### config.mk
export PLATFORM = sky130hd
export DESIGN_NAME = qoid_cmd_fifo
export DESIGN_NICKNAME = d
export VERILOG_FILES = /design/src/hdl/qoid_pkg.sv /design/src/hdl/qoid_cmd_fifo.sv
export SDC_FILE = /design/constraint.sdc
export NUM_CORES = 1
export LEC_CHECK = 0
export BUFFER_PORTS_ARGS = -buffer_cell sky130_fd_sc_hd__buf_2
export CORE_UTILIZATION = 45
export DETAILED_ROUTE_END_ITERATION = 12
export GPL_ROUTABILITY_DRIVEN = 0
export PLACE_DENSITY_LB_ADDON = 0.08
export SETUP_SLACK_MARGIN = 0.5
export SLEW_MARGIN = 20
export SYNTH_ARGS = -nofsm -noshare
export SYNTH_HDL_FRONTEND = slang
export SYNTH_SLANG_ARGS = --single-unit
export TNS_END_PERCENT = 30
### constraint.sdc
create_clock -name clk -period 9.8 [get_ports clk]
set_clock_uncertainty 0.15 [all_clocks]
set_input_delay 1.47 -clock clk [delete_from_list [all_inputs] [get_ports clk]]
set_output_delay 1.47 -clock clk [all_outputs]
set_load 0.01 [all_outputs]
### src/hdl/qoid_pkg.sv
// Shared types, constants and helpers for the QOI image decoder.
package qoid_pkg;

    localparam logic [31:0] MAGIC_QOIF  = 32'h716f6966;
    localparam logic [58:0] PIXEL_LIMIT = 59'd400000000;

    localparam logic [7:0] OP_RGB  = 8'hfe;
    localparam logic [7:0] OP_RGBA = 8'hff;
    localparam logic [1:0] TAG_INDEX = 2'b00;
    localparam logic [1:0] TAG_DIFF  = 2'b01;
    localparam logic [1:0] TAG_LUMA  = 2'b10;

    localparam logic [3:0] HDR_MAGIC_END  = 4'd4;
    localparam logic [3:0] HDR_WIDTH_END  = 4'd8;
    localparam logic [3:0] HDR_HEIGHT_END = 4'd12;
    localparam logic [3:0] HDR_CHAN       = 4'd12;
    localparam logic [3:0] HDR_LAST       = 4'd13;

    localparam logic [2:0] CH_RGB = 3'd3;
    localparam logic [2:0] CH_RESET = 3'd4;

    localparam int FIFO_DEPTH = 2;
    localparam int FIFO_AW    = 1;

    typedef enum logic [1:0] {
        PH_HEADER,
        PH_DECODE,
        PH_IDLE
    } phase_t;

    typedef enum logic [2:0] {
        CMD_HEADER,
        CMD_RGB,
        CMD_RGBA,
        CMD_INDEX,
        CMD_DIFF,
        CMD_LUMA,
        CMD_RUN
    } cmd_op_t;

    typedef enum logic [1:0] {
        BK_READY,
        BK_FETCH,
        BK_EMIT
    } bk_state_t;

    // One decoded operation handed from the front end to the back end.
    typedef struct packed {
        cmd_op_t     op;
        logic [7:0]  red;
        logic [7:0]  green;
        logic [7:0]  blue;
        logic [7:0]  alpha;
        logic [7:0]  code;
        logic [7:0]  operand;
        logic [5:0]  count;
        logic        eoi;
        logic        hdr_ok;
        logic [31:0] width;
        logic [31:0] height;
        logic [7:0]  channels;
        logic [7:0]  colorspace;
    } cmd_t;

    typedef struct packed {
        logic        kind;
        logic [7:0]  red;
        logic [7:0]  green;
        logic [7:0]  blue;
        logic [7:0]  alpha;
        logic        last_of_run;
        logic        end_of_image;
        logic        header_ok;
        logic [31:0] image_width;
        logic [31:0] image_height;
        logic [7:0]  image_channels;
        logic [7:0]  color_space;
    } res_t;

    function automatic logic [5:0] px_hash(input logic [31:0] px);
        logic [5:0] r;
        logic [5:0] g;
        logic [5:0] b;
        logic [5:0] a;
        r = px[29:24];
        g = px[21:16];
        b = px[13:8];
        a = px[5:0];
        return 6'(r * 6'd3 + g * 6'd5 + b * 6'd7 + a * 6'd11);
    endfunction

endpackage

### src/hdl/qoid_cmd_fifo.sv
// Short command queue between the front end and the back end.
module qoid_cmd_fifo (
    input  logic                clk,
    input  logic                rst_n,
    input  logic                wr_en,
    input  qoid_pkg::cmd_t      wr_cmd,
    output logic                fifo_full,
    input  logic                rd_en,
    output qoid_pkg::cmd_t      rd_cmd,
    output logic                fifo_empty
);

    qoid_pkg::cmd_t mem [qoid_pkg::FIFO_DEPTH];
    logic [qoid_pkg::FIFO_AW-1:0] wr_ptr_reg, rd_ptr_reg;
    logic [qoid_pkg::FIFO_AW:0]   cnt_reg, cnt_next;
    logic do_wr;
    logic do_rd;

    assign fifo_full  = (cnt_reg == (qoid_pkg::FIFO_AW+1)'(qoid_pkg::FIFO_DEPTH));
    assign fifo_empty = (cnt_reg == '0);
    assign do_wr      = wr_en && !fifo_full;
    assign do_rd      = rd_en && !fifo_empty;
    assign rd_cmd     = mem[rd_ptr_reg];

    always_comb
    begin
        cnt_next = cnt_reg;
        if (do_wr && !do_rd)
            cnt_next = cnt_reg + 1'b1;
        else if (do_rd && !do_wr)
            cnt_next = cnt_reg - 1'b1;
    end

    always_ff @(posedge clk or negedge rst_n)
    begin
        if (!rst_n)
        begin
            wr_ptr_reg <= '0;
            rd_ptr_reg <= '0;
            cnt_reg    <= '0;
        end
        else
        begin
            if (do_wr)
                wr_ptr_reg <= wr_ptr_reg + 1'b1;
            if (do_rd)
                rd_ptr_reg <= rd_ptr_reg + 1'b1;
            cnt_reg <= cnt_next;
        end
    end

    always_ff @(posedge clk)
    begin
        if (do_wr)
            mem[wr_ptr_reg] <= wr_cmd;
    end

endmodule

Word-level counts from Yosys, hierarchy flattened
Memory sizes are Yosys's and may differ from the RTL's.
Cells that the tools add are included.
Word-level totals
  output and inout port bits: 141
  register bits: 4
  bits in writable memories: 278
  memories: 1
Memories
  mem: depth 2, width 139, read ports 1, clocked after Yosys merged registers in 0, write ports 1, line qoid_cmd_fifo.sv:13  | qoid_pkg::cmd_t mem [qoid_pkg::FIFO_DEPTH];
Operators by class
  multiplexer cells: 4
  add/sub/neg operators: 4
  equality and inequality tests: 1
  reductions and logical operators: 10
Operator list (number)
  1-bit logical AND: 4
  1-bit logical NOT: 4
  2-bit two-way mux: 2
  1-bit adder, second input constant: 2
  2-bit by 1-bit adder with 2-bit output, second input constant: 1
  2-bit equality test, second input constant: 1
  2-bit logical NOT: 1
  1-bit two-way mux: 2
  2-bit nonzero test: 1
  2-bit by 1-bit subtractor with 2-bit output, second input constant: 1

Logic depth before layout (Yosys ltp)
  depth after elaboration: 7
  mapped depth: 7
  gate-level depth less buffers: 7

Worst setup path after synthesis
No wires, ideal clock.
  kind: in2reg
  from: in wr_en
  to: mem mem[0][0] (netlist name) (enable)
  library setup time: 0.639 ns
  data required time: 9.011 ns
  cell stages on the path: 2
  arrival: 7.332 ns
  setup slack: 1.679 ns
  path through: nand2_1 nor2_1
On the way
  word-level cells in the longest chain between the ends: 3
Ends and longest elaborated chain
  from (decl): line qoid_cmd_fifo.sv:5  | input logic wr_en,
  1-bit logical AND: line qoid_cmd_fifo.sv:21  | assign do_wr = wr_en && !fifo_full;
  1-bit two-way mux: line qoid_cmd_fifo.sv:54  | if (do_wr)
  1-bit two-way mux (implied by the code): line qoid_cmd_fifo.sv:55  | mem[wr_ptr_reg] <= wr_cmd;
  to (decl): line qoid_cmd_fifo.sv:13
No other way between the ends.

==> reports/metrics.csv <==
metric,value,unit
cts_buffers,29,
cp_cell_sequence,buf_4 > buf_4 > mux2_2 > buf_2,
synth_area_leaders,"edfxtp_1 78%, mux2_4 14%, mux2_2 4.1%, buf_6 1.2%, dfrtp_1 0.94%",
synth_compound_area_share,0.0470,%
relSlewSlack,33.5,%
crit_end,rd_cmd[124],
cts_setup_buffers,0,
async_flop_share,1.42,%
yosys.area_share.xor_xnor,0.411,%
slowest_stage,buf_4,
grt_pass1_wl,28.8,mm
seqPwrFrac,44.2,%
dp_hpwl,12.9,mm
portBuffers,283,
clkTransAtPathRegs,0.06,ns
fin_ws,4.49,ns
ctsHtreeMaxLevel,1,
min_from,cnt_reg[1],
syn_inst,452,
via_per_inst,4.70,
rsz0062_at_grt,false,
power_frac_comb,30.9,%
period_share,54.2,%
critPathRequiredTime,8.18,ns
syn_area,0.0106,mm²
status,completed,
yosysTopAreaCell,edfxtp_1,
yosysUniqueCellTypes,16,
cts_tree,yes,
yosys_warnings,0,
cp.arrival,3.69,ns
grt-ovfl-total,0,
synth_nets,596,
p_sw,1.13,mW
r2r_cells,3,
powerDensity,299,mW/mm²
antenna_found_initial,3,
post-place-ws,4.99,ns
start_kind,register,
fmax,188,MHz
synth.mux.area_fraction,18.2,%
synth_area_per_cell,23.5,µm²
r2r_end,mem[1][123],
min_delay_path_depth,1,
die_x,156,µm
setup_viol_count_final,0,
p_leak,5.23,nW
cp_slowest_stage_delay,0.85,ns
vias,5147,
cts_sinks,282,
cts_buffer_depth,3,
antenna_left,0,
initial_core_util,46.4,%
synth_top_area_share,78.4,%
synth_enable_flop_cells,278,
r2r-start,cnt_reg[0],
coreArea,0.0229,mm²
synth_top_family_by_area,multiplexers,
wl,19.6,mm
die_h,156,µm
maxCapViolations,0,
grt_util_all_layers,15.7,%
cts-resized-gates,0,
report.final.slew_viol_count,0,
grt_pass1_vias,5229,
fin_tns_setup,0,ns
tightest_slew,0.997,ns
io_pins,284,
num_rows,55,
power_frac_clock,24.9,%
wire_per_inst,17.9,µm
area_growth,24.4,%
synth-simple-area-share,0.259,%
p_total,3.96,mW
finalHoldViolations,0,
startpoint,rd_ptr_reg,
ir_worst_vdd,0.000182,V
hold_ws,0.379,ns
period_needed,5.31,ns
path_max_fanout,53,
drt-initial-drc-count,210,
root_buffer,clkbuf_16,
first_pass_iters,4,
largest_register_ff_count,278,
holdBufCountCts,0,
switching_share,28.6,%
grt_max_degree,79,
die_area,0.0243,mm²
nNetsFinal,900,
worstSkewPairLatency,0.52,ns
rrSetupSlack,6.85,ns
yosysMostFrequentCell,edfxtp_1,
end_kind,primary output,
critPathKind,register to primary output,
ys.flop_type,edfxtp_1,
ys_seq_area_share,79.4,%
cpMostUsedCell,buf_4,
p_int,2.83,mW
hp-class,register to register,
synth-seq-cells,282,
synth_commonest_cells,"278 x edfxtp_1, 100 x mux2_4, 39 x mux2_2",
synth_fa_ha_area_share,0.118,%
drive_gt1_share,60.2,%
drcViolationCount,0,
worst max-delay path: cells and delay by family (launching register included):
family,cells,cell delay (ns)
muxes,1,0.41
buffers and inverters,3,1.83
DFF,1,0.81
power by group through the flow:
stage | combinational [mW] | sequential (mW) | clock, mW
detailed placement | 1.24 | 1.78 | 0
CTS | 1.24 | 1.76 | 1.01
global route | 1.32 | 1.78 | 1.05
global placement | 1.23 | 1.77 | 0
floorplan | 0.890 | 1.77 | 0
finish | 1.23 | 1.75 | 0.986
stage by stage:
stage	util, %	cells	instance area [µm²]
finish	57.8	1094	13200
global route	57.7	1091	13200
floorplan	-	452	10600
detailed placement	53.9	1037	12300
global placement	53.9	1037	12300
CTS	57.6	1090	13200
layout by cell type, fill, tap and decap left out, drive strengths merged:
master,instances
edfxtp,278
bufinv,1
xor2,2
diode,3
mux2,139
clkinvlp,1
nand2b,1
clkbuf,35
inv,2
ha,1
buf,289
nor2,3
dfrtp,4
xnor2,3
o21ai,1
nand2,1
clkinv,16
and3,1
kinds of logic (layout without fill, tap and decap cells):
family | Yosys count | after routing
flip-flops | 282 | 282
multiplexers | 139 | 139
buffers and inverters | 18 | 344
AND/OR/NAND/NOR | 6 | 6
XOR/XNOR | 5 | 5
adder cells (fa/ha/maj) | 1 | 1
AO/OA/AOI/OAI | 1 | 1
other | 0 | 3
area by class of cell:
| cell class | count | area [µm²] |
|---|---|---|
| antenna | 3 | 7.51 |
| clock buffer | 35 | 748 |
| clock inverter | 18 | 109 |
| fill | 1786 | 9680 |
| inverter | 2 | 7.51 |
| multi-input combinational | 152 | 2040 |
| sequential | 282 | 8450 |
| tap | 313 | 392 |
| timing repair buffer | 289 | 1480 |
layer usage:
layer	GRT usage [%]	wire (µm)
met5	0	13
met4	5.28	559
met3	5.17	1730
met2	26.9	9900
met1	18.5	7370
worst min-delay path by stage:
| stage | slack [ns] | to |
|---|---|---|
| floorplan | 0.31 | wr_ptr_reg |
| CTS | 0.38 | cnt_reg[1] |
| global placement | 0.35 | cnt_reg[1] |
| finish | 0.38 | cnt_reg[1] |
| global route | 0.41 | cnt_reg[1] |
| detailed placement | 0.37 | cnt_reg[1] |
(Power assumes the default switching activity.)
