File: src/hdl/qoid_pkg.sv
// Shared types, constants and helpers for the QOI image decoder.
package qoid_pkg;

    localparam logic [31:0] MAGIC_QOIF  = 32'h716f6966;
    localparam logic [58:0] PIXEL_LIMIT = 59'd400000000;

    localparam logic [7:0] OP_RGB  = 8'hfe;
    localparam logic [7:0] OP_RGBA = 8'hff;
    localparam logic [1:0] TAG_INDEX = 2'b00;
    localparam logic [1:0] TAG_DIFF  = 2'b01;
    localparam logic [1:0] TAG_LUMA  = 2'b10;

    localparam logic [3:0] HDR_MAGIC_END  = 4'd4;
    localparam logic [3:0] HDR_WIDTH_END  = 4'd8;
    localparam logic [3:0] HDR_HEIGHT_END = 4'd12;
    localparam logic [3:0] HDR_CHAN       = 4'd12;
    localparam logic [3:0] HDR_LAST       = 4'd13;

    localparam logic [2:0] CH_RGB = 3'd3;
    localparam logic [2:0] CH_RESET = 3'd4;

    localparam int FIFO_DEPTH = 2;
    localparam int FIFO_AW    = 1;

    typedef enum logic [1:0] {
        PH_HEADER,
        PH_DECODE,
        PH_IDLE
    } phase_t;

    typedef enum logic [2:0] {
        CMD_HEADER,
        CMD_RGB,
        CMD_RGBA,
        CMD_INDEX,
        CMD_DIFF,
        CMD_LUMA,
        CMD_RUN
    } cmd_op_t;

    typedef enum logic [1:0] {
        BK_READY,
        BK_FETCH,
        BK_EMIT
    } bk_state_t;

    // One decoded operation handed from the front end to the back end.
    typedef struct packed {
        cmd_op_t     op;
        logic [7:0]  red;
        logic [7:0]  green;
        logic [7:0]  blue;
        logic [7:0]  alpha;
        logic [7:0]  code;
        logic [7:0]  operand;
        logic [5:0]  count;
        logic        eoi;
        logic        hdr_ok;
        logic [31:0] width;
        logic [31:0] height;
        logic [7:0]  channels;
        logic [7:0]  colorspace;
    } cmd_t;

    typedef struct packed {
        logic        kind;
        logic [7:0]  red;
        logic [7:0]  green;
        logic [7:0]  blue;
        logic [7:0]  alpha;
        logic        last_of_run;
        logic        end_of_image;
        logic        header_ok;
        logic [31:0] image_width;
        logic [31:0] image_height;
        logic [7:0]  image_channels;
        logic [7:0]  color_space;
    } res_t;

    function automatic logic [5:0] px_hash(input logic [31:0] px);
        logic [5:0] r;
        logic [5:0] g;
        logic [5:0] b;
        logic [5:0] a;
        r = px[29:24];
        g = px[21:16];
        b = px[13:8];
        a = px[5:0];
        return 6'(r * 6'd3 + g * 6'd5 + b * 6'd7 + a * 6'd11);
    endfunction

endpackage

File: src/hdl/qoid_back.sv
// Back end: pixel reconstruction, color index and result register.
module qoid_back (
    input  logic                clk,
    input  logic                rst_n,
    input  logic [2:0]          out_channels,
    input  logic                fifo_empty,
    input  qoid_pkg::cmd_t      fifo_cmd,
    output logic                fifo_pop,
    input  logic                pop,
    output logic                empty,
    output qoid_pkg::res_t      res
);

    qoid_pkg::bk_state_t state_reg, state_next;
    qoid_pkg::cmd_t      cur_reg, cur_next;
    qoid_pkg::res_t      out_reg, out_next;
    logic                out_valid_reg, out_valid_next;
    logic [31:0]         prev_reg, prev_next;
    logic [5:0]          cnt_reg, cnt_next;
    logic [63:0]         valid_reg, valid_next;

    logic [31:0] mem [64];
    logic [31:0] rd_q;
    logic        mem_we;
    logic [5:0]  wr_addr;

    logic [7:0]  pr, pg, pb, pa;
    logic [7:0]  vg;
    logic [31:0] new_px;
    logic        out_free;

    assign pr = prev_reg[31:24];
    assign pg = prev_reg[23:16];
    assign pb = prev_reg[15:8];
    assign pa = prev_reg[7:0];
    assign vg = {2'b00, fifo_cmd.code[5:0]} - 8'd32;

    assign out_free = !out_valid_reg || pop;
    assign empty    = !out_valid_reg;
    assign res      = out_reg;
    assign wr_addr  = qoid_pkg::px_hash(prev_reg);

    always_comb
    begin
        case (fifo_cmd.op)
            qoid_pkg::CMD_RGB:  new_px = {fifo_cmd.red, fifo_cmd.green, fifo_cmd.blue, pa};
            qoid_pkg::CMD_RGBA: new_px = {fifo_cmd.red, fifo_cmd.green, fifo_cmd.blue,
                                          fifo_cmd.alpha};
            qoid_pkg::CMD_DIFF:
                new_px = {pr + {6'd0, fifo_cmd.code[5:4]} - 8'd2,
                          pg + {6'd0, fifo_cmd.code[3:2]} - 8'd2,
                          pb + {6'd0, fifo_cmd.code[1:0]} - 8'd2, pa};
            qoid_pkg::CMD_LUMA:
                new_px = {pr + vg - 8'd8 + {4'd0, fifo_cmd.operand[7:4]},
                          pg + vg,
                          pb + vg - 8'd8 + {4'd0, fifo_cmd.operand[3:0]}, pa};
            default:            new_px = prev_reg;
        endcase
    end

    // next state
    always_comb
    begin
        state_next = state_reg;
        case (state_reg)
            qoid_pkg::BK_READY:
            begin
                if (!fifo_empty)
                    state_next = (fifo_cmd.op == qoid_pkg::CMD_INDEX) ? qoid_pkg::BK_FETCH
                                                                      : qoid_pkg::BK_EMIT;
            end
            qoid_pkg::BK_FETCH: state_next = qoid_pkg::BK_EMIT;
            qoid_pkg::BK_EMIT:
            begin
                if (out_free && cnt_reg == 6'd1)
                    state_next = qoid_pkg::BK_READY;
            end
            default: state_next = qoid_pkg::BK_READY;
        endcase
    end

    // datapath and outputs
    always_comb
    begin
        fifo_pop       = 1'b0;
        cur_next       = cur_reg;
        prev_next      = prev_reg;
        cnt_next       = cnt_reg;
        valid_next     = valid_reg;
        out_next       = out_reg;
        out_valid_next = out_valid_reg && !pop;
        mem_we         = 1'b0;
        case (state_reg)
            qoid_pkg::BK_READY:
            begin
                if (!fifo_empty)
                begin
                    fifo_pop = 1'b1;
                    cur_next = fifo_cmd;
                    cnt_next = fifo_cmd.count;
                    if (fifo_cmd.op == qoid_pkg::CMD_HEADER)
                    begin
                        prev_next  = 32'h000000ff;
                        valid_next = '0;
                    end
                    else
                        prev_next = new_px;
                end
            end
            qoid_pkg::BK_FETCH:
            begin
                prev_next = valid_reg[cur_reg.code[5:0]] ? rd_q : 32'd0;
            end
            qoid_pkg::BK_EMIT:
            begin
                if (cur_reg.op != qoid_pkg::CMD_HEADER)
                begin
                    mem_we              = 1'b1;
                    valid_next[wr_addr] = 1'b1;
                end
                if (out_free)
                begin
                    out_valid_next = 1'b1;
                    cnt_next       = cnt_reg - 6'd1;
                    out_next       = '0;
                    if (cur_reg.op == qoid_pkg::CMD_HEADER)
                    begin
                        out_next.kind           = 1'b1;
                        out_next.header_ok      = cur_reg.hdr_ok;
                        out_next.image_width    = cur_reg.width;
                        out_next.image_height   = cur_reg.height;
                        out_next.image_channels = cur_reg.channels;
                        out_next.color_space    = cur_reg.colorspace;
                    end
                    else
                    begin
                        out_next.red          = pr;
                        out_next.green        = pg;
                        out_next.blue         = pb;
                        out_next.alpha        = (out_channels == qoid_pkg::CH_RGB) ? 8'd0 : pa;
                        out_next.last_of_run  = (cnt_reg == 6'd1);
                        out_next.end_of_image = (cnt_reg == 6'd1) && cur_reg.eoi;
                    end
                end
            end
            default: ;
        endcase
    end

    always_ff @(posedge clk or negedge rst_n)
    begin
        if (!rst_n)
        begin
            state_reg     <= qoid_pkg::BK_READY;
            out_valid_reg <= 1'b0;
            prev_reg      <= 32'h000000ff;
            cnt_reg       <= 6'd0;
            valid_reg     <= '0;
        end
        else
        begin
            state_reg     <= state_next;
            out_valid_reg <= out_valid_next;
            prev_reg      <= prev_next;
            cnt_reg       <= cnt_next;
            valid_reg     <= valid_next;
        end
    end

    always_ff @(posedge clk)
    begin
        cur_reg <= cur_next;
        out_reg <= out_next;
    end

    // color index: one write port, one registered read port
    always_ff @(posedge clk)
    begin
        if (mem_we)
            mem[wr_addr] <= prev_reg;
        rd_q <= mem[fifo_cmd.code[5:0]];
    end

    a_fetch_then_emit: assert property (@(posedge clk) disable iff (!rst_n)
        state_reg == qoid_pkg::BK_FETCH |=> state_reg == qoid_pkg::BK_EMIT)
        else $error("index fetch not followed by emit");

    a_emit_count: assert property (@(posedge clk) disable iff (!rst_n)
        state_reg == qoid_pkg::BK_EMIT |-> cnt_reg != 6'd0)
        else $error("emit with zero count");

    a_header_single: assert property (@(posedge clk) disable iff (!rst_n)
        state_reg == qoid_pkg::BK_EMIT && cur_reg.op == qoid_pkg::CMD_HEADER
        |-> cnt_reg == 6'd1)
        else $error("header command with more than one result");

endmodule

File: config.mk
export PLATFORM = sky130hd
export DESIGN_NAME = qoid_back
export DESIGN_NICKNAME = d
export VERILOG_FILES = /design/src/hdl/qoid_pkg.sv /design/src/hdl/qoid_back.sv
export SDC_FILE = /design/constraint.sdc
export NUM_CORES = 2
export LEC_CHECK = 0
export BUFFER_PORTS_ARGS = -buffer_cell sky130_fd_sc_hd__buf_4
export CAP_MARGIN = 20
export CORE_MARGIN = 2
export CORE_UTILIZATION = 45
export DETAILED_ROUTE_END_ITERATION = 12
export MAX_ROUTING_LAYER = met4
export PLACE_DENSITY = 0.61
export SLEW_MARGIN = 20
export SYNTH_ARGS = -nofsm -noshare
export SYNTH_HDL_FRONTEND = slang
export SYNTH_SLANG_ARGS = --single-unit
File: constraint.sdc
create_clock -name clk -period 22.6 [get_ports clk]
set_input_delay 1.13 -clock clk [delete_from_list [all_inputs] [get_ports clk]]
set_output_delay 1.13 -clock clk [all_outputs]
set_load 0.005 [all_outputs]
# Word level (Yosys, flattened, before mapping)
# Memories as Yosys holds them, arrays and structs flattened. A register that Yosys moved wholly into a read port is not among the register bits.
# Cells that the tools add are included.
# classes
n_eq_ne	19
shift	0
magnitude_cmp	3
multipliers	4
n_addsub	18
div	0
n_bitwise	2
n_mux	29
n_reduce_logical	21
# op_table
op	count
two-way mux 64 bit	3
one-hot mux 32 bit (4 select lines)	1
one-hot mux 64 bit (2 select lines)	1
two-way mux 32 bit	3
OR 64 bit	1
one-hot mux 32 bit (2 select lines)	1
adder 8 x 2 -> 8 bit	3
adder 8 bit	3
subtractor 8 x 2 -> 8 bit (second input constant)	3
adder 6 bit	3
adder 8 x 4 -> 8 bit	2
subtractor 8 x 4 -> 8 bit (second input constant)	2
< comparator 6 x 7 -> 1 bit (second input constant)	2
multiplier 6 x 3 -> 6 bit (second input constant)	2
two-way mux 6 bit	2
one-hot mux 6 bit (2 select lines)	1
two-way mux 1 bit	11
inequality test 2 bit (second input constant)	5
== test 3 x 2 -> 1 bit (second input constant)	3
inequality test 3 bit (second input constant)	3
subtractor 6 x 6 -> 7 bit (second input constant)	1
binary-select mux 1 bit (select 6 bit)	1
demux 1 bit (select 6 bit)	1
== test 3 bit (second input constant)	2
other kinds (25)	36
# totals
mem_bits_ro	0
elab_cells	123
ramBits	2048
mem_count	1
reg_bits	312
latchBits	0
output_inout_bits	118
input_bits	146
# mem_list
name	depth	width	read_ports	rd_ports_with_merged_regs	wr	line	text
mem	64	32	1	1	1	qoid_back.sv:22	logic [31:0] mem [64];

# Depth between registers and ports, before layout
# logic_depth
ltp_word	11
depth_mapped	18
ltp_nobuf	16

# Worst setup path before layout
# Ideal clock, no wire load.
# synth_path
path_kind	input-to-reg
start	in fifo_empty
end	reg valid_reg[13]
slack_ps	13096
n_path_buf	1
path_stages	5
arrival_time_ps	9377
cell_sequence	nor3_1 nand2_1 clkbuf_1 nand3_1 o21ai_0
# synth_via
elab_chain_len	2
# synth_rtl
element	line	text
start, declared	qoid_back.sv:6	input logic fifo_empty,
inequality test 2 bit (no line)	--	
AND reduction 4 bit (no line)	--	
end signal, assigned	qoid_back.sv:166	valid_reg <= valid_next;
end, declared	qoid_back.sv:20	logic [63:0] valid_reg, valid_next;
# No other way between the ends.
# A chain may end at the register's enable or synchronous reset.

# Final worst setup path
# layout_path
start	reg prev_reg[12]
end	mem mem[33][11] (enable)
# layout_via
elab_chain_len	3
# layout_rtl
element	line	text
start, declared	qoid_back.sv:18	logic [31:0] prev_reg, prev_next;
start signal, assigned	qoid_back.sv:164	prev_reg <= prev_next;
multiplier 6 x 3 -> 6 bit	qoid_pkg.sv:89	return 6'(r * 6'd3 + g * 6'd5 + b * 6'd7 + a * 6'd11);
adder 6 bit (2 in series)	qoid_pkg.sv:89	
end, declared	qoid_back.sv:22	
# No other way between the ends.

==> summary.txt <==
status: complete, no violations
multiplexer share of the synthesized area: 16.8%
Max-Cap Viols: 0
Sum Neg Setup Slack: 0 ps
Die ar.: 212000 µm²
remaining antenna violation count: 0
Cell Chain, Critical Path: inv_1 -> fa_1 -> inv_1 -> fa_1 -> inv_1 -> fa_1 -> fa_1 -> fa_1 -> inv_1 -> ha_1 -> a21oi_1 -> xnor2_1 -> xnor3_1 -> nand2_1 -> nor2_4 -> buf_4
unrepaired setup endpoints after global routing: no
CTS tree: yes
Arr. time, crit path: 7950 ps
max FFs per register: 2048
layout cells sized above 1: 30.5%
multi-input logic area: 21800 µm²
total gr overflow: 0
slowest stage cell, crit path: dfrtp_4
Primary FF master, synth: edfxtp_1
Finished Cell Area: 107000 µm²
Slew Viols, Final: 0
CTS buffer count: 236
r2r startpoint: prev_reg[12]$_DFFE_PN0P_
Top-Level Pins: 264
Avg Cell Area, Syn: 22.0 µm²
Synth Area in Compound Gates: 1.68%
Final Cycle Share: 33.1%
clk_lat worst skew: 870 ps
Layout Nets: 4942
first-pass GRT wire length: 333 mm
Fillers: 16078
WP data required: 23070 ps
Synth Warn #: 0
Synth async-reset ratio: 4.39%
#FFs+latches synth: 2392
post-synthesis cell area: 93700 µm²
list of most frequent post-synthesis cells: 2255 x edfxtp_1, 684 x mux4_2, 133 x nor2_1, 122 x clkbuf_1, 110 x inv_1
CP startpoint: prev_reg[12]$_DFFE_PN0P_
Worst Tran Pin Value: 1110 ps
RePlAce Congestion: 0.859
register area: 71000 µm²
Syn Nets: 4519
port bufs: 261
Die W: 460 µm
Std-Cell Core Area: 207000 µm²
area leader, netlist: edfxtp_1
Post-CTS Resized: 0
via count of the first global-routing pass: 45051
final wirelength: 236 mm
Post-synth EDFFs: 2255
largest net degree at the start of global routing: 123
slowest stage delay, CP: 870 ps
Crit. End Element: register
die height: 460 µm
total number of vias: 44760
# H-tree levels: 4
Top Family by Delay on Critical Path: adder cells
dpl ws: 14800 ps
Slew HR: 25.5%
hold crit path type: in2async
area delta synth->final: 14.4%
Post-Synth Adder-Cell Area: 1.87%
Total GRT Usage: 23.0%
post-synthesis xor/xnor area fraction: 0.508%
drt pass-1 iters: 6
Cell Area, Placed: 99800 µm²
via/cell ratio: 5.82
crit path buf inv count: 5
post-CTS setup buffer count: 0
CTS root buffer: clkbuf_16
Hold Slack: 321 ps
critical path class: reg2reg
cts-stage hold buffer count: 0
Initial Util: 45.2%
kind of start point of the critical path: register
Simple-Gate Fraction of Synth Area: 1.95%
worst-path fanout max: 67
synth unique cells: 56
initial antenna violation count: 38
CP most frequent cell: fa_1
Area contributors post-synth: edfxtp_1 72%, mux4_2 16%, dfrtp_1 2.6%
DR iter-0 viols: 5201
Rows: 167
Final Hold Fails: 0
post-synth top area share: 72.3%
CTS Sinks: 2392
Clock transition at path regs: 60 ps
Period minus WS final: 7490 ps
sequential cell area fraction in the yosys report: 75.8%
skew final: 60.9 ps
post-synthesis cell count: 4255
drt drc: 0
final setup violation count: 0
largest family of logic cells by synthesized area: multiplexers
CTS Buffer Depth: 3
final worst slack: 15110 ps
dpl hpwl: 134 mm
WL per Instance: 30.6 µm
cell with the most instances after synthesis: edfxtp_1
Fmax: 134 MHz
-- path summary, 6_finish.rpt --
check                                            end  slack [ps]  depth (start not counted)
max in group asynchronous   prev_reg[12]$_DFFE_PN0P_       20840                          2
max reg2reg                    mem[33][11]$_DFFE_PP_       15110                         16
max                            mem[33][11]$_DFFE_PP_       15110                         16
min                         state_reg[0]$_DFFE_PN0P_         320                          1
min in group clk               cur_reg[45]$_DFFE_PP_         430                          1
min reg2reg                valid_reg[13]$_DFFE_PN0P_         470                          2
-- kinds of logic (layout without fill, tap and decap cells) --
kind of cell	count (synthesis)	count (layout)
buffers and inverters	325	946
DFF	2392	2392
muxes	714	714
other	0	29
xor gates and xnor gates	51	51
and+or+nand+nor	390	390
adders and majority gates	118	118
AOI/OAI and AO/OA	265	265
-- layout make-up --
cell class / count / share of cell area [%]
clock buffers: 336 / 6.02
inverters: 112 / 0.399
diodes: 29 / 0.0677
well taps: 2788 / 3.25
flip-flops and latches: 2392 / 66.3
clock inverters: 100 / 0.774
repair buffers: 398 / 2.86
multi-input cells: 1538 / 20.4
-- per-layer routing --
| metal | up-vias | global-route usage (%) | wire length (µm) |
|---|---|---|---|
| met4 | 0 | 6.87 | 6780 |
| met5 | - | - | 0 |
| met2 | 1729 | 35.5 | 114000 |
| li1 | 18484 | - | - |
| met1 | 24193 | 30.2 | 95100 |
| met3 | 354 | 5.95 | 19600 |
-- placed cells by master (no fill, tap or decap), types with 35 or more instances in the layout --
master	synthesis	final
a21oi_1	70	70
and2_1	96	95
buf_4	3	389
clkbuf_1	122	90
clkbuf_16	0	242
clkinv_1	0	48
dfrtp_1	97	73
edfxtp_1	2255	2255
fa_1	37	37
ha_1	81	81
inv_1	110	109
mux4_2	684	684
nand2_1	101	100
nor2_1	133	69
nor2_4	0	64
o21ai_0	52	52
o21ai_1	58	58
xnor2_1	35	35
-- metrics by stage --
step | util, % | cells
2_1_floorplan | - | 4255
3_3_place_gp | 48.2 | 7227
3_5_place_dp | 48.2 | 7228
4_1_cts | 51.7 | 7664
5_1_grt | 51.8 | 7688
6_report | 51.8 | 7693
Power is not shown: default switching activity piles up to over one toggle a cycle in this logic, so the estimate is an artifact.
