--- config.mk ---
export PLATFORM = sky130hd
export DESIGN_NAME = qoid_front
export DESIGN_NICKNAME = d
export VERILOG_FILES = /design/src/hdl/qoid_pkg.sv /design/src/hdl/qoid_front.sv
export SDC_FILE = /design/constraint.sdc
export NUM_CORES = 2
export LEC_CHECK = 0
export BUFFER_PORTS_ARGS = -buffer_cell sky130_fd_sc_hd__clkbuf_2
export CAP_MARGIN = 30
export CORE_UTILIZATION = 35
export DETAILED_ROUTE_END_ITERATION = 10
export PLACE_DENSITY = 0.61
export SYNTH_ARGS = -nofsm -noshare
export SYNTH_HDL_FRONTEND = slang
export SYNTH_SLANG_ARGS = --single-unit
--- constraint.sdc ---
create_clock -name clk -period 10.5 [get_ports clk]
set_input_delay 0 -clock clk [delete_from_list [all_inputs] [get_ports clk]]
set_output_delay 0 -clock clk [all_outputs]
set_load 0.005 [all_outputs]
--- src/hdl/qoid_pkg.sv ---
// Shared types, constants and helpers for the QOI image decoder.
package qoid_pkg;

    localparam logic [31:0] MAGIC_QOIF  = 32'h716f6966;
    localparam logic [58:0] PIXEL_LIMIT = 59'd400000000;

    localparam logic [7:0] OP_RGB  = 8'hfe;
    localparam logic [7:0] OP_RGBA = 8'hff;
    localparam logic [1:0] TAG_INDEX = 2'b00;
    localparam logic [1:0] TAG_DIFF  = 2'b01;
    localparam logic [1:0] TAG_LUMA  = 2'b10;

    localparam logic [3:0] HDR_MAGIC_END  = 4'd4;
    localparam logic [3:0] HDR_WIDTH_END  = 4'd8;
    localparam logic [3:0] HDR_HEIGHT_END = 4'd12;
    localparam logic [3:0] HDR_CHAN       = 4'd12;
    localparam logic [3:0] HDR_LAST       = 4'd13;

    localparam logic [2:0] CH_RGB = 3'd3;
    localparam logic [2:0] CH_RESET = 3'd4;

    localparam int FIFO_DEPTH = 2;
    localparam int FIFO_AW    = 1;

    typedef enum logic [1:0] {
        PH_HEADER,
        PH_DECODE,
        PH_IDLE
    } phase_t;

    typedef enum logic [2:0] {
        CMD_HEADER,
        CMD_RGB,
        CMD_RGBA,
        CMD_INDEX,
        CMD_DIFF,
        CMD_LUMA,
        CMD_RUN
    } cmd_op_t;

    typedef enum logic [1:0] {
        BK_READY,
        BK_FETCH,
        BK_EMIT
    } bk_state_t;

    // One decoded operation handed from the front end to the back end.
    typedef struct packed {
        cmd_op_t     op;
        logic [7:0]  red;
        logic [7:0]  green;
        logic [7:0]  blue;
        logic [7:0]  alpha;
        logic [7:0]  code;
        logic [7:0]  operand;
        logic [5:0]  count;
        logic        eoi;
        logic        hdr_ok;
        logic [31:0] width;
        logic [31:0] height;
        logic [7:0]  channels;
        logic [7:0]  colorspace;
    } cmd_t;

    typedef struct packed {
        logic        kind;
        logic [7:0]  red;
        logic [7:0]  green;
        logic [7:0]  blue;
        logic [7:0]  alpha;
        logic        last_of_run;
        logic        end_of_image;
        logic        header_ok;
        logic [31:0] image_width;
        logic [31:0] image_height;
        logic [7:0]  image_channels;
        logic [7:0]  color_space;
    } res_t;

    function automatic logic [5:0] px_hash(input logic [31:0] px);
        logic [5:0] r;
        logic [5:0] g;
        logic [5:0] b;
        logic [5:0] a;
        r = px[29:24];
        g = px[21:16];
        b = px[13:8];
        a = px[5:0];
        return 6'(r * 6'd3 + g * 6'd5 + b * 6'd7 + a * 6'd11);
    endfunction

endpackage

--- src/hdl/qoid_front.sv ---
// Front end: header collection and check, op parsing, pixel budget.
module qoid_front (
    input  logic                clk,
    input  logic                rst_n,
    input  logic                push,
    output logic                full,
    input  logic [7:0]          data_byte,
    input  logic                start_of_file,
    input  logic                fifo_full,
    output logic                fifo_push,
    output qoid_pkg::cmd_t      fifo_cmd
);

    qoid_pkg::phase_t phase_reg, phase_next, ph_eff;
    logic [3:0]  hc_reg, hc_next, hc_eff;
    logic [31:0] magic_reg, magic_next;
    logic [31:0] width_reg, width_next;
    logic [31:0] height_reg, height_next;
    logic [7:0]  chan_reg, chan_next;
    logic [58:0] prod_reg, prod_next;
    logic        big_reg, big_next;
    logic [7:0]  pend_reg, pend_next, pend_eff;
    logic [1:0]  opc_reg, opc_next;
    logic [7:0]  opr_reg, opr_next;
    logic [7:0]  opg_reg, opg_next;
    logic [7:0]  opb_reg, opb_next;
    logic [28:0] left_reg, left_next;

    logic        accept;
    logic [29:0] h_inc;
    logic [58:0] prod_calc;
    logic        hdr_ok;
    logic        pix_push;
    logic [6:0]  run_n;
    logic [6:0]  take;
    logic [28:0] left_after;
    logic [1:0]  last_opc;

    assign full   = fifo_full;
    assign accept = push && !fifo_full;

    assign ph_eff   = start_of_file ? qoid_pkg::PH_HEADER : phase_reg;
    assign hc_eff   = start_of_file ? 4'd0 : hc_reg;
    assign pend_eff = start_of_file ? 8'd0 : pend_reg;

    // (h+1)*w <= limit is the same test as h < limit/w; the upper bits are screened separately
    assign h_inc     = {1'b0, height_reg[28:0]} + 30'd1;
    assign prod_calc = h_inc * width_reg[28:0];

    assign hdr_ok = (magic_reg == qoid_pkg::MAGIC_QOIF) && (width_reg != 32'd0)
                 && (height_reg != 32'd0) && (chan_reg >= 8'd3) && (chan_reg <= 8'd4)
                 && (data_byte <= 8'd1) && !big_reg && (prod_reg <= qoid_pkg::PIXEL_LIMIT);

    assign last_opc   = (pend_eff == qoid_pkg::OP_RGBA) ? 2'd3 : 2'd2;
    assign take       = (left_reg < 29'(run_n)) ? left_reg[6:0] : run_n;
    assign left_after = left_reg - 29'(take);

    always_comb
    begin
        phase_next  = phase_reg;
        hc_next     = hc_reg;
        magic_next  = magic_reg;
        width_next  = width_reg;
        height_next = height_reg;
        chan_next   = chan_reg;
        prod_next   = prod_reg;
        big_next    = big_reg;
        pend_next   = pend_reg;
        opc_next    = opc_reg;
        opr_next    = opr_reg;
        opg_next    = opg_reg;
        opb_next    = opb_reg;
        left_next   = left_reg;
        fifo_push   = 1'b0;
        fifo_cmd    = '0;
        pix_push    = 1'b0;
        run_n       = 7'd1;

        if (accept)
        begin
            if (start_of_file)
            begin
                phase_next = qoid_pkg::PH_HEADER;
                pend_next  = 8'd0;
                opc_next   = 2'd0;
            end
            case (ph_eff)
                qoid_pkg::PH_HEADER:
                begin
                    if (hc_eff < qoid_pkg::HDR_MAGIC_END)
                        magic_next = {magic_reg[23:0], data_byte};
                    else if (hc_eff < qoid_pkg::HDR_WIDTH_END)
                        width_next = {width_reg[23:0], data_byte};
                    else if (hc_eff < qoid_pkg::HDR_HEIGHT_END)
                        height_next = {height_reg[23:0], data_byte};
                    else if (hc_eff == qoid_pkg::HDR_CHAN)
                    begin
                        chan_next = data_byte;
                        prod_next = prod_calc;
                        big_next  = (|width_reg[31:29]) || (|height_reg[31:29]);
                    end
                    hc_next = hc_eff + 4'd1;
                    if (hc_eff == qoid_pkg::HDR_LAST)
                    begin
                        fifo_push           = 1'b1;
                        fifo_cmd.op         = qoid_pkg::CMD_HEADER;
                        fifo_cmd.count      = 6'd1;
                        fifo_cmd.hdr_ok     = hdr_ok;
                        fifo_cmd.width      = width_reg;
                        fifo_cmd.height     = height_reg;
                        fifo_cmd.channels   = chan_reg;
                        fifo_cmd.colorspace = data_byte;
                        if (hdr_ok)
                        begin
                            phase_next = qoid_pkg::PH_DECODE;
                            left_next  = prod_reg[28:0] - width_reg[28:0];
                        end
                        else
                            phase_next = qoid_pkg::PH_IDLE;
                    end
                end
                qoid_pkg::PH_DECODE:
                begin
                    fifo_cmd.code = data_byte;
                    if (pend_eff == qoid_pkg::OP_RGB || pend_eff == qoid_pkg::OP_RGBA)
                    begin
                        case (opc_reg)
                            2'd0:    opr_next = data_byte;
                            2'd1:    opg_next = data_byte;
                            2'd2:    opb_next = data_byte;
                            default: ;
                        endcase
                        opc_next = opc_reg + 2'd1;
                        if (opc_reg == last_opc)
                        begin
                            pix_push       = 1'b1;
                            pend_next      = 8'd0;
                            opc_next       = 2'd0;
                            fifo_cmd.red   = opr_reg;
                            fifo_cmd.green = opg_reg;
                            if (pend_eff == qoid_pkg::OP_RGBA)
                            begin
                                fifo_cmd.op    = qoid_pkg::CMD_RGBA;
                                fifo_cmd.blue  = opb_reg;
                                fifo_cmd.alpha = data_byte;
                            end
                            else
                            begin
                                fifo_cmd.op   = qoid_pkg::CMD_RGB;
                                fifo_cmd.blue = data_byte;
                            end
                        end
                    end
                    else if (pend_eff != 8'd0)
                    begin
                        pix_push         = 1'b1;
                        pend_next        = 8'd0;
                        fifo_cmd.op      = qoid_pkg::CMD_LUMA;
                        fifo_cmd.code    = pend_eff;
                        fifo_cmd.operand = data_byte;
                    end
                    else if (data_byte == qoid_pkg::OP_RGB || data_byte == qoid_pkg::OP_RGBA)
                    begin
                        pend_next = data_byte;
                        opc_next  = 2'd0;
                    end
                    else
                    begin
                        case (data_byte[7:6])
                            qoid_pkg::TAG_INDEX:
                            begin
                                pix_push    = 1'b1;
                                fifo_cmd.op = qoid_pkg::CMD_INDEX;
                            end
                            qoid_pkg::TAG_DIFF:
                            begin
                                pix_push    = 1'b1;
                                fifo_cmd.op = qoid_pkg::CMD_DIFF;
                            end
                            qoid_pkg::TAG_LUMA:
                            begin
                                pend_next = data_byte;
                            end
                            default:
                            begin
                                pix_push    = 1'b1;
                                fifo_cmd.op = qoid_pkg::CMD_RUN;
                                run_n       = {1'b0, data_byte[5:0]} + 7'd1;
                            end
                        endcase
                    end
                    if (pix_push)
                    begin
                        fifo_push      = 1'b1;
                        fifo_cmd.count = take[5:0];
                        fifo_cmd.eoi   = (left_after == 29'd0);
                        left_next      = left_after;
                        if (left_after == 29'd0)
                            phase_next = qoid_pkg::PH_IDLE;
                    end
                end
                default: ;
            endcase
        end
    end

    always_ff @(posedge clk or negedge rst_n)
    begin
        if (!rst_n)
        begin
            phase_reg  <= qoid_pkg::PH_HEADER;
            hc_reg     <= 4'd0;
            magic_reg  <= 32'd0;
            width_reg  <= 32'd0;
            height_reg <= 32'd0;
            chan_reg   <= 8'd0;
            prod_reg   <= 59'd0;
            big_reg    <= 1'b0;
            pend_reg   <= 8'd0;
            opc_reg    <= 2'd0;
            left_reg   <= 29'd0;
        end
        else
        begin
            phase_reg  <= phase_next;
            hc_reg     <= hc_next;
            magic_reg  <= magic_next;
            width_reg  <= width_next;
            height_reg <= height_next;
            chan_reg   <= chan_next;
            prod_reg   <= prod_next;
            big_reg    <= big_next;
            pend_reg   <= pend_next;
            opc_reg    <= opc_next;
            left_reg   <= left_next;
        end
    end

    always_ff @(posedge clk)
    begin
        opr_reg <= opr_next;
        opg_reg <= opg_next;
        opb_reg <= opb_next;
    end

    a_decode_has_budget: assert property (@(posedge clk) disable iff (!rst_n)
        phase_reg == qoid_pkg::PH_DECODE |-> left_reg != 29'd0)
        else $error("decode phase with no pixels left");

    a_push_has_count: assert property (@(posedge clk) disable iff (!rst_n)
        fifo_push |-> fifo_cmd.count != 6'd0)
        else $error("command with zero pixel count");

endmodule

# ---- Yosys cells after proc, flatten, opt, wreduce, memory -nomap -nowiden
# Index checks and enable logic that the tools add are counted.
dict set report op_classes {
  reduce_logical 33
  n_mux 63
  multipliers 1
  n_addsub 6
  bitwise 3
  n_lt_le_gt_ge 8
  n_eq_ne 16
}
# op n
set ops {}
lappend ops {{$mux W81} 2}
lappend ops {{$mux W139} 1}
lappend ops {{$mux W29} 3}
lappend ops {{$mux W8} 9}
lappend ops {{$reduce_bool A32 Y1} 2}
lappend ops {{$le A59 B29 Y1 const B} 1}
lappend ops {{$mul A30 B29 Y59} 1}
lappend ops {{$pmux W29 S2} 1}
lappend ops {{$mux W7} 8}
lappend ops {{$mux W48} 1}
lappend ops {{$mux W35} 1}
lappend ops {{$eq A32 B31 Y1 const B} 1}
lappend ops {{$eq A8 B8 Y1 const B} 4}
lappend ops {{$mux W16} 2}
lappend ops {{$mux W32} 1}
lappend ops {{$add A29 B1 Y30 const B} 1}
lappend ops {{$logic_not A29 Y1} 1}
lappend ops {{$lt A29 B7 Y1} 1}
lappend ops {{$sub A29 B29 Y29} 1}
lappend ops {{$sub A29 B7 Y29} 1}
lappend ops {{$mux W2} 12}
lappend ops {{$reduce_and A4 Y1} 4}
lappend ops {{$mux W1} 13}
lappend ops {{$mux W3} 4}
lappend ops {{other kinds (30)} 54}
dict set report word_totals {
  input_bits 13
  register_bits 233
}

# ---- Logic depth before layout (Yosys ltp)
dict set report depth {
  ltp_word 15
  depth_mapped 36
  mapped_depth_nobuf 35
}

# ---- Worst setup path before layout
# Ideal clock, no wire load.
dict set report synth_path {
  kind {register -> register}
  startpoint {register height_reg[6]}
  endpoint {register prod_reg[56]}
  arrival_ns 8.561
  stages_incl_launch_ff 33
  t_required_ns 10.405
  n_path_buf 4
  setup_ns 0.095
  synth_period_minus_slack_ns 8.657
  slack_ns 1.843
  cell_sequence {dfrtp_1 clkbuf_1 and3_1 and3_1 nand3_1 or2_2 clkbuf_1 nor2_1 xor2_1 clkbuf_1 nand2_1 fa_1 fa_1 inv_1 fa_1 inv_1 fa_1 fa_1 inv_1 fa_1 fa_1 fa_1 ha_1 clkbuf_1 a211oi_1 o211ai_1 a21oi_1 inv_1 o41ai_1 a21oi_1 o211a_1 o21a_1 o31ai_1}
}
dict set report synth_between {
  elab_chain_len 2
}
# element line_no
set synth_lines {}
lappend synth_lines {{from (decl)} qoid_front.sv:18} ;# logic [31:0] height_reg, height_next;
lappend synth_lines {{from (signal assigned)} qoid_front.sv:229} ;# height_reg <= height_next;
lappend synth_lines {{$add A29 B1 Y30} qoid_front.sv:47} ;# assign h_inc = {1'b0, height_reg[28:0]} + 30'd1;
lappend synth_lines {{$mul A30 B29 Y59} qoid_front.sv:48} ;# assign prod_calc = h_inc * width_reg[28:0];
lappend synth_lines {{to (signal assigned)} qoid_front.sv:231} ;# prod_reg <= prod_next;
lappend synth_lines {{to (decl)} qoid_front.sv:20} ;# logic [58:0] prod_reg, prod_next;
# Every way passes these cells.
# A chain may end at the register's enable or synchronous reset.

# ---- Worst setup path after layout
dict set report layout_path {
  startpoint {register height_reg[1]}
  endpoint {register prod_reg[54]}
}
# The elaborated chain is that of the path after synthesis.

==> summary by stage <==
Floorplanning
The initial utilization of the core area, before any placement, comes to a little over a third. The total die area is 122000 µm². The height of the chip is 349.3 µm. The number of core rows is 127. The core box area is about 120000 µm². For this design the top-level I/O count stands at about 150.

The die is ~350 µm wide.

STA
The number of slew-limit violations in the final report came to 0. Setup violations remaining at the end of the flow were counted as 0. The number of hold violations in the final report is 0. At the pin with the least slew margin, the transition time is roughly 1100 ps.

The final critical path time including I/O delays and setup is 9986 ps. Setup repair after global routing left no endpoint under its margin. The clock skew is 31.62 ps. Dividing the final minimum period by the clock period gives between 90% and 100%. For this run, the top clock speed supported by timing is 100.1 MHz. The summed negative setup slack over all endpoints is 0 ps. In this run the tightest slew margin relative to its limit is approximately 28%.

Setup path
The worst setup path is launched from a register. The master of the slowest instance on the critical path is xnor2_2. The critical path is of the register to register type.

The most used cell along the critical path is fa_1. The number of buffers and inverters on the critical path is 8. For this run, the slowest stage of the critical path takes ~580 ps. The kind of cell adding the most delay to the critical path is adder cells. The type of destination of the critical path is a register. The biggest fanout along the worst timing path is 15. The endpoint required time on the critical path is 10890 ps. For the worst setup path, the data arrival time is just over 10000 ps.

Global routing
After global routing the overflow that remains totals 0. The via count of the first global-routing pass is roughly 35000. The combined global-route utilization of all metal layers is between 20% and 30%. The first-pass GRT wire length is ~210000 µm. The largest net degree at the start of global routing is 95. The number of antenna violations at the first check in global routing is 7.

Power
The peak supply drop is ~0.11 mV. The areal power density over the cells is roughly 91 nW/µm². The analysis attributes to cell leakage a power of 22.16 nW.

Synth
After synthesis, the share of flip-flops with an asynchronous set or reset is 89.70%. The biggest area consumer among synthesized cells is fa_1. Ranked by instance count, the synthesized netlist is headed by inv_1, nand2_1, fa_1.

Yosys attributes the largest share of cell area to fa_1, dfrtp_1, ha_1. The number of enable-type register cells in the synthesized netlist is 24. The number of distinct library cells after synthesis is between 80 and 90. The proportion of netlist area held by the largest area contributor is 35.71%. In the post-synthesis netlist, the cell with the most instances is inv_1. When the netlist entered floorplanning its net count stood at 5912. The synthesized design contains approximately 230 register bits. The number of warnings issued by yosys is 0.

For this run, the leading register cell type out of synthesis is dfrtp_1. Synthesis produced a netlist whose cell count is 4843. The cell area after technology mapping is 42210 µm². The part of the Yosys area used for sequential elements is 14.10%. The average size of a mapped cell is slightly below 9 µm².

Placed design
Summing all placed instances gives a cell area of 45040 µm². The number of instances in the placed design is roughly 6400. The detailed placer's ending HPWL is between 100000 and 150000 µm. Input and output buffers added on the ports amount to between 150 and 200.

Routability-driven placement finished with a final weighted congestion of approximately 0.96.

Detailed routing
The routed length per instance is 20.89 µm. The remaining design rule violation count is 0. After detailed routing, the number of vias per cell comes to about 5.2. The final layout contains routed wiring with a total length of between 100000 and 150000 µm.

The first detailed-routing pass took 8 iterations. The count of vias placed by the detailed router is 33999. In this run, the number of DRC markers left after iteration 0 of detailed routing was 2635. The number of antenna-violating nets in the routed design is 0.

Finish
For this run, the post-layout net count is about 6000. The number of standard cells in the final layout excluding fillers is approximately 6500. The register with the most flip-flops in the layout has 59 of them. The synthesis-to-layout area growth is 9.286%.

Of the cells placed in the final design, the portion with a size suffix greater than 1 is a little under 9%. With fillers left out, the area of the finished cells amounts to between 40000 and 50000 µm². Once layout is complete, the utilization of the core stands at 38.50%.

Clocking
The tree built by TritonCTS fans out to about 230 sinks. The post-CTS setup-driven buffer insertion count is 0. CTS built an H-tree with a depth of 1. The clock tree from TritonCTS is built.

The clock reaches the later pin of the worst-skew pair after 570 ps. Clock-pin slew was measured on the worst setup and hold paths at 60 ps. The longest clock path from root to sink contains 3 buffers. The root buffer cell is clkbuf_16. The number of buffers inserted during clock tree synthesis is 26.

Run status
The flow ran to the end, and the final reports show no timing, DRC or antenna violations.

Job
The number of violations of the max-capacitance limit is 0.

Worst hold path
The worst hold path belongs to the class input port to asynchronous set/reset pin.
[stage by stage]
| stage | setup slack (ps) | power (mW) | hold WS (ps) |
|---|---|---|---|
| 2_1_floorplan | 1843 | 2.222 | -295.6 |
| 3_3_place_gp | 493.7 | 3.119 | 93.04 |
| 3_5_place_dp | 527.7 | 3.149 | 86.19 |
| 4_1_cts | 501.6 | 4.201 | 47.20 |
| 5_1_grt | 8.194 | 4.409 | 113.1 |
| 6_report | 514.4 | 4.214 | 52.91 |
[report_power, final]
part | internal (mW) | switching, mW | leakage, nW
Sequential | 1.02 | 0.227 | 3.00
Combinational | 0.590 | 1.33 | 18.7
Clock | 0.622 | 0.422 | 0.464
[cell usage in the layout (no fill, tap or decap), types with 8 or more instances in the layout]
master / n
xnor2_2: 17
nand2_1: 799
ha_1: 303
xor2_1: 35
fa_1: 753
a21oi_1: 142
nand3b_1: 11
nand3_1: 48
dlygate4sd3_1: 8
o21a_1: 16
clkbuf_16: 28
o211ai_1: 12
xnor2_1: 55
nor4_1: 44
o21ai_0: 189
o21bai_1: 11
nor2b_1: 12
mux2_2: 62
nor3_1: 44
nand4_1: 36
a22oi_1: 9
a21o_1: 37
o31ai_1: 10
and3_1: 29
edfxtp_1: 24
a211oi_1: 12
dfrtp_1: 207
clkbuf_2: 152
buf_4: 105
nor2_1: 225
a31oi_1: 15
and2_1: 329
nor4b_1: 11
inv_1: 890
nand2b_1: 21
[cells by family after synthesis]
kind of cell	synth area share (%)
XOR/XNOR	2.407
AO/OA/AOI/OAI	7.718
multiplexers	1.832
flip-flops	14.10
adder cells (fa/ha/maj)	44.69
buffers and inverters	10.47
AND/OR/NAND/NOR	18.77
other	0.008884
[final cells by class]
class / instances / area [µm²]
Inverter: 895 / 3359
Multi-Input combinational cell: 3443 / 32080
Timing Repair Buffer: 273 / 1764
Fill cell: 12254 / 73680
Clock buffer: 31 / 732.0
Antenna cell: 2 / 5.005
Tap cell: 1612 / 2017
Sequential cell: 233 / 5953
Clock inverter: 17 / 225.2
[worst register-to-register path, delay by kind of cell (launching register included)]
| family | cells | cell delay, ps |
|---|---|---|
| xor gates and xnor gates | 2 | 760 |
| adders and majority gates | 10 | 4690 |
| DFF | 1 | 390 |
| buffers and inverters | 8 | 1010 |
| and+or+nand+nor | 5 | 1070 |
| AOI/OAI and AO/OA | 7 | 1930 |
[final timing paths]
kind                       slack, ps      endpoint           from  cells after the start
max in group asynchronous       9150  prod_reg[46]          rst_n                      3
hold / removal                    50   chan_reg[0]          rst_n                      2
hold reg to reg                  480  prod_reg[30]   prod_reg[30]                      2
min in group clk                  70   pend_reg[3]      fifo_full                      4
setup reg to reg                 510  prod_reg[54]  height_reg[1]                     32
setup / recovery                 510  prod_reg[54]  height_reg[1]                     32
[what timing repair did]
| item | CTS | global route |
|---|---|---|
| endpoints found under the setup margin | 0 | 6 |
| gates resized for setup | 0 | 3 |
| hold buffers | 8 | 0 |
| endpoints found under the hold margin | 117 | 0 |
[metal layers]
| metal | GRT usage [%] | routed length [µm] | part of all wire (%) | vias to the layer above |
|---|---|---|---|---|
| met5 | 0 | 11 | 0.0081 | - |
| met4 | 9.452 | 6462 | 4.8 | 2 |
| met3 | 3.369 | 10060 | 7.4 | 274 |
| met2 | 36.88 | 63440 | 47 | 1232 |
| met1 | 30.16 | 55960 | 41 | 17467 |
| li1 | - | - | - | 15024 |
(Power assumes the default switching activity.)
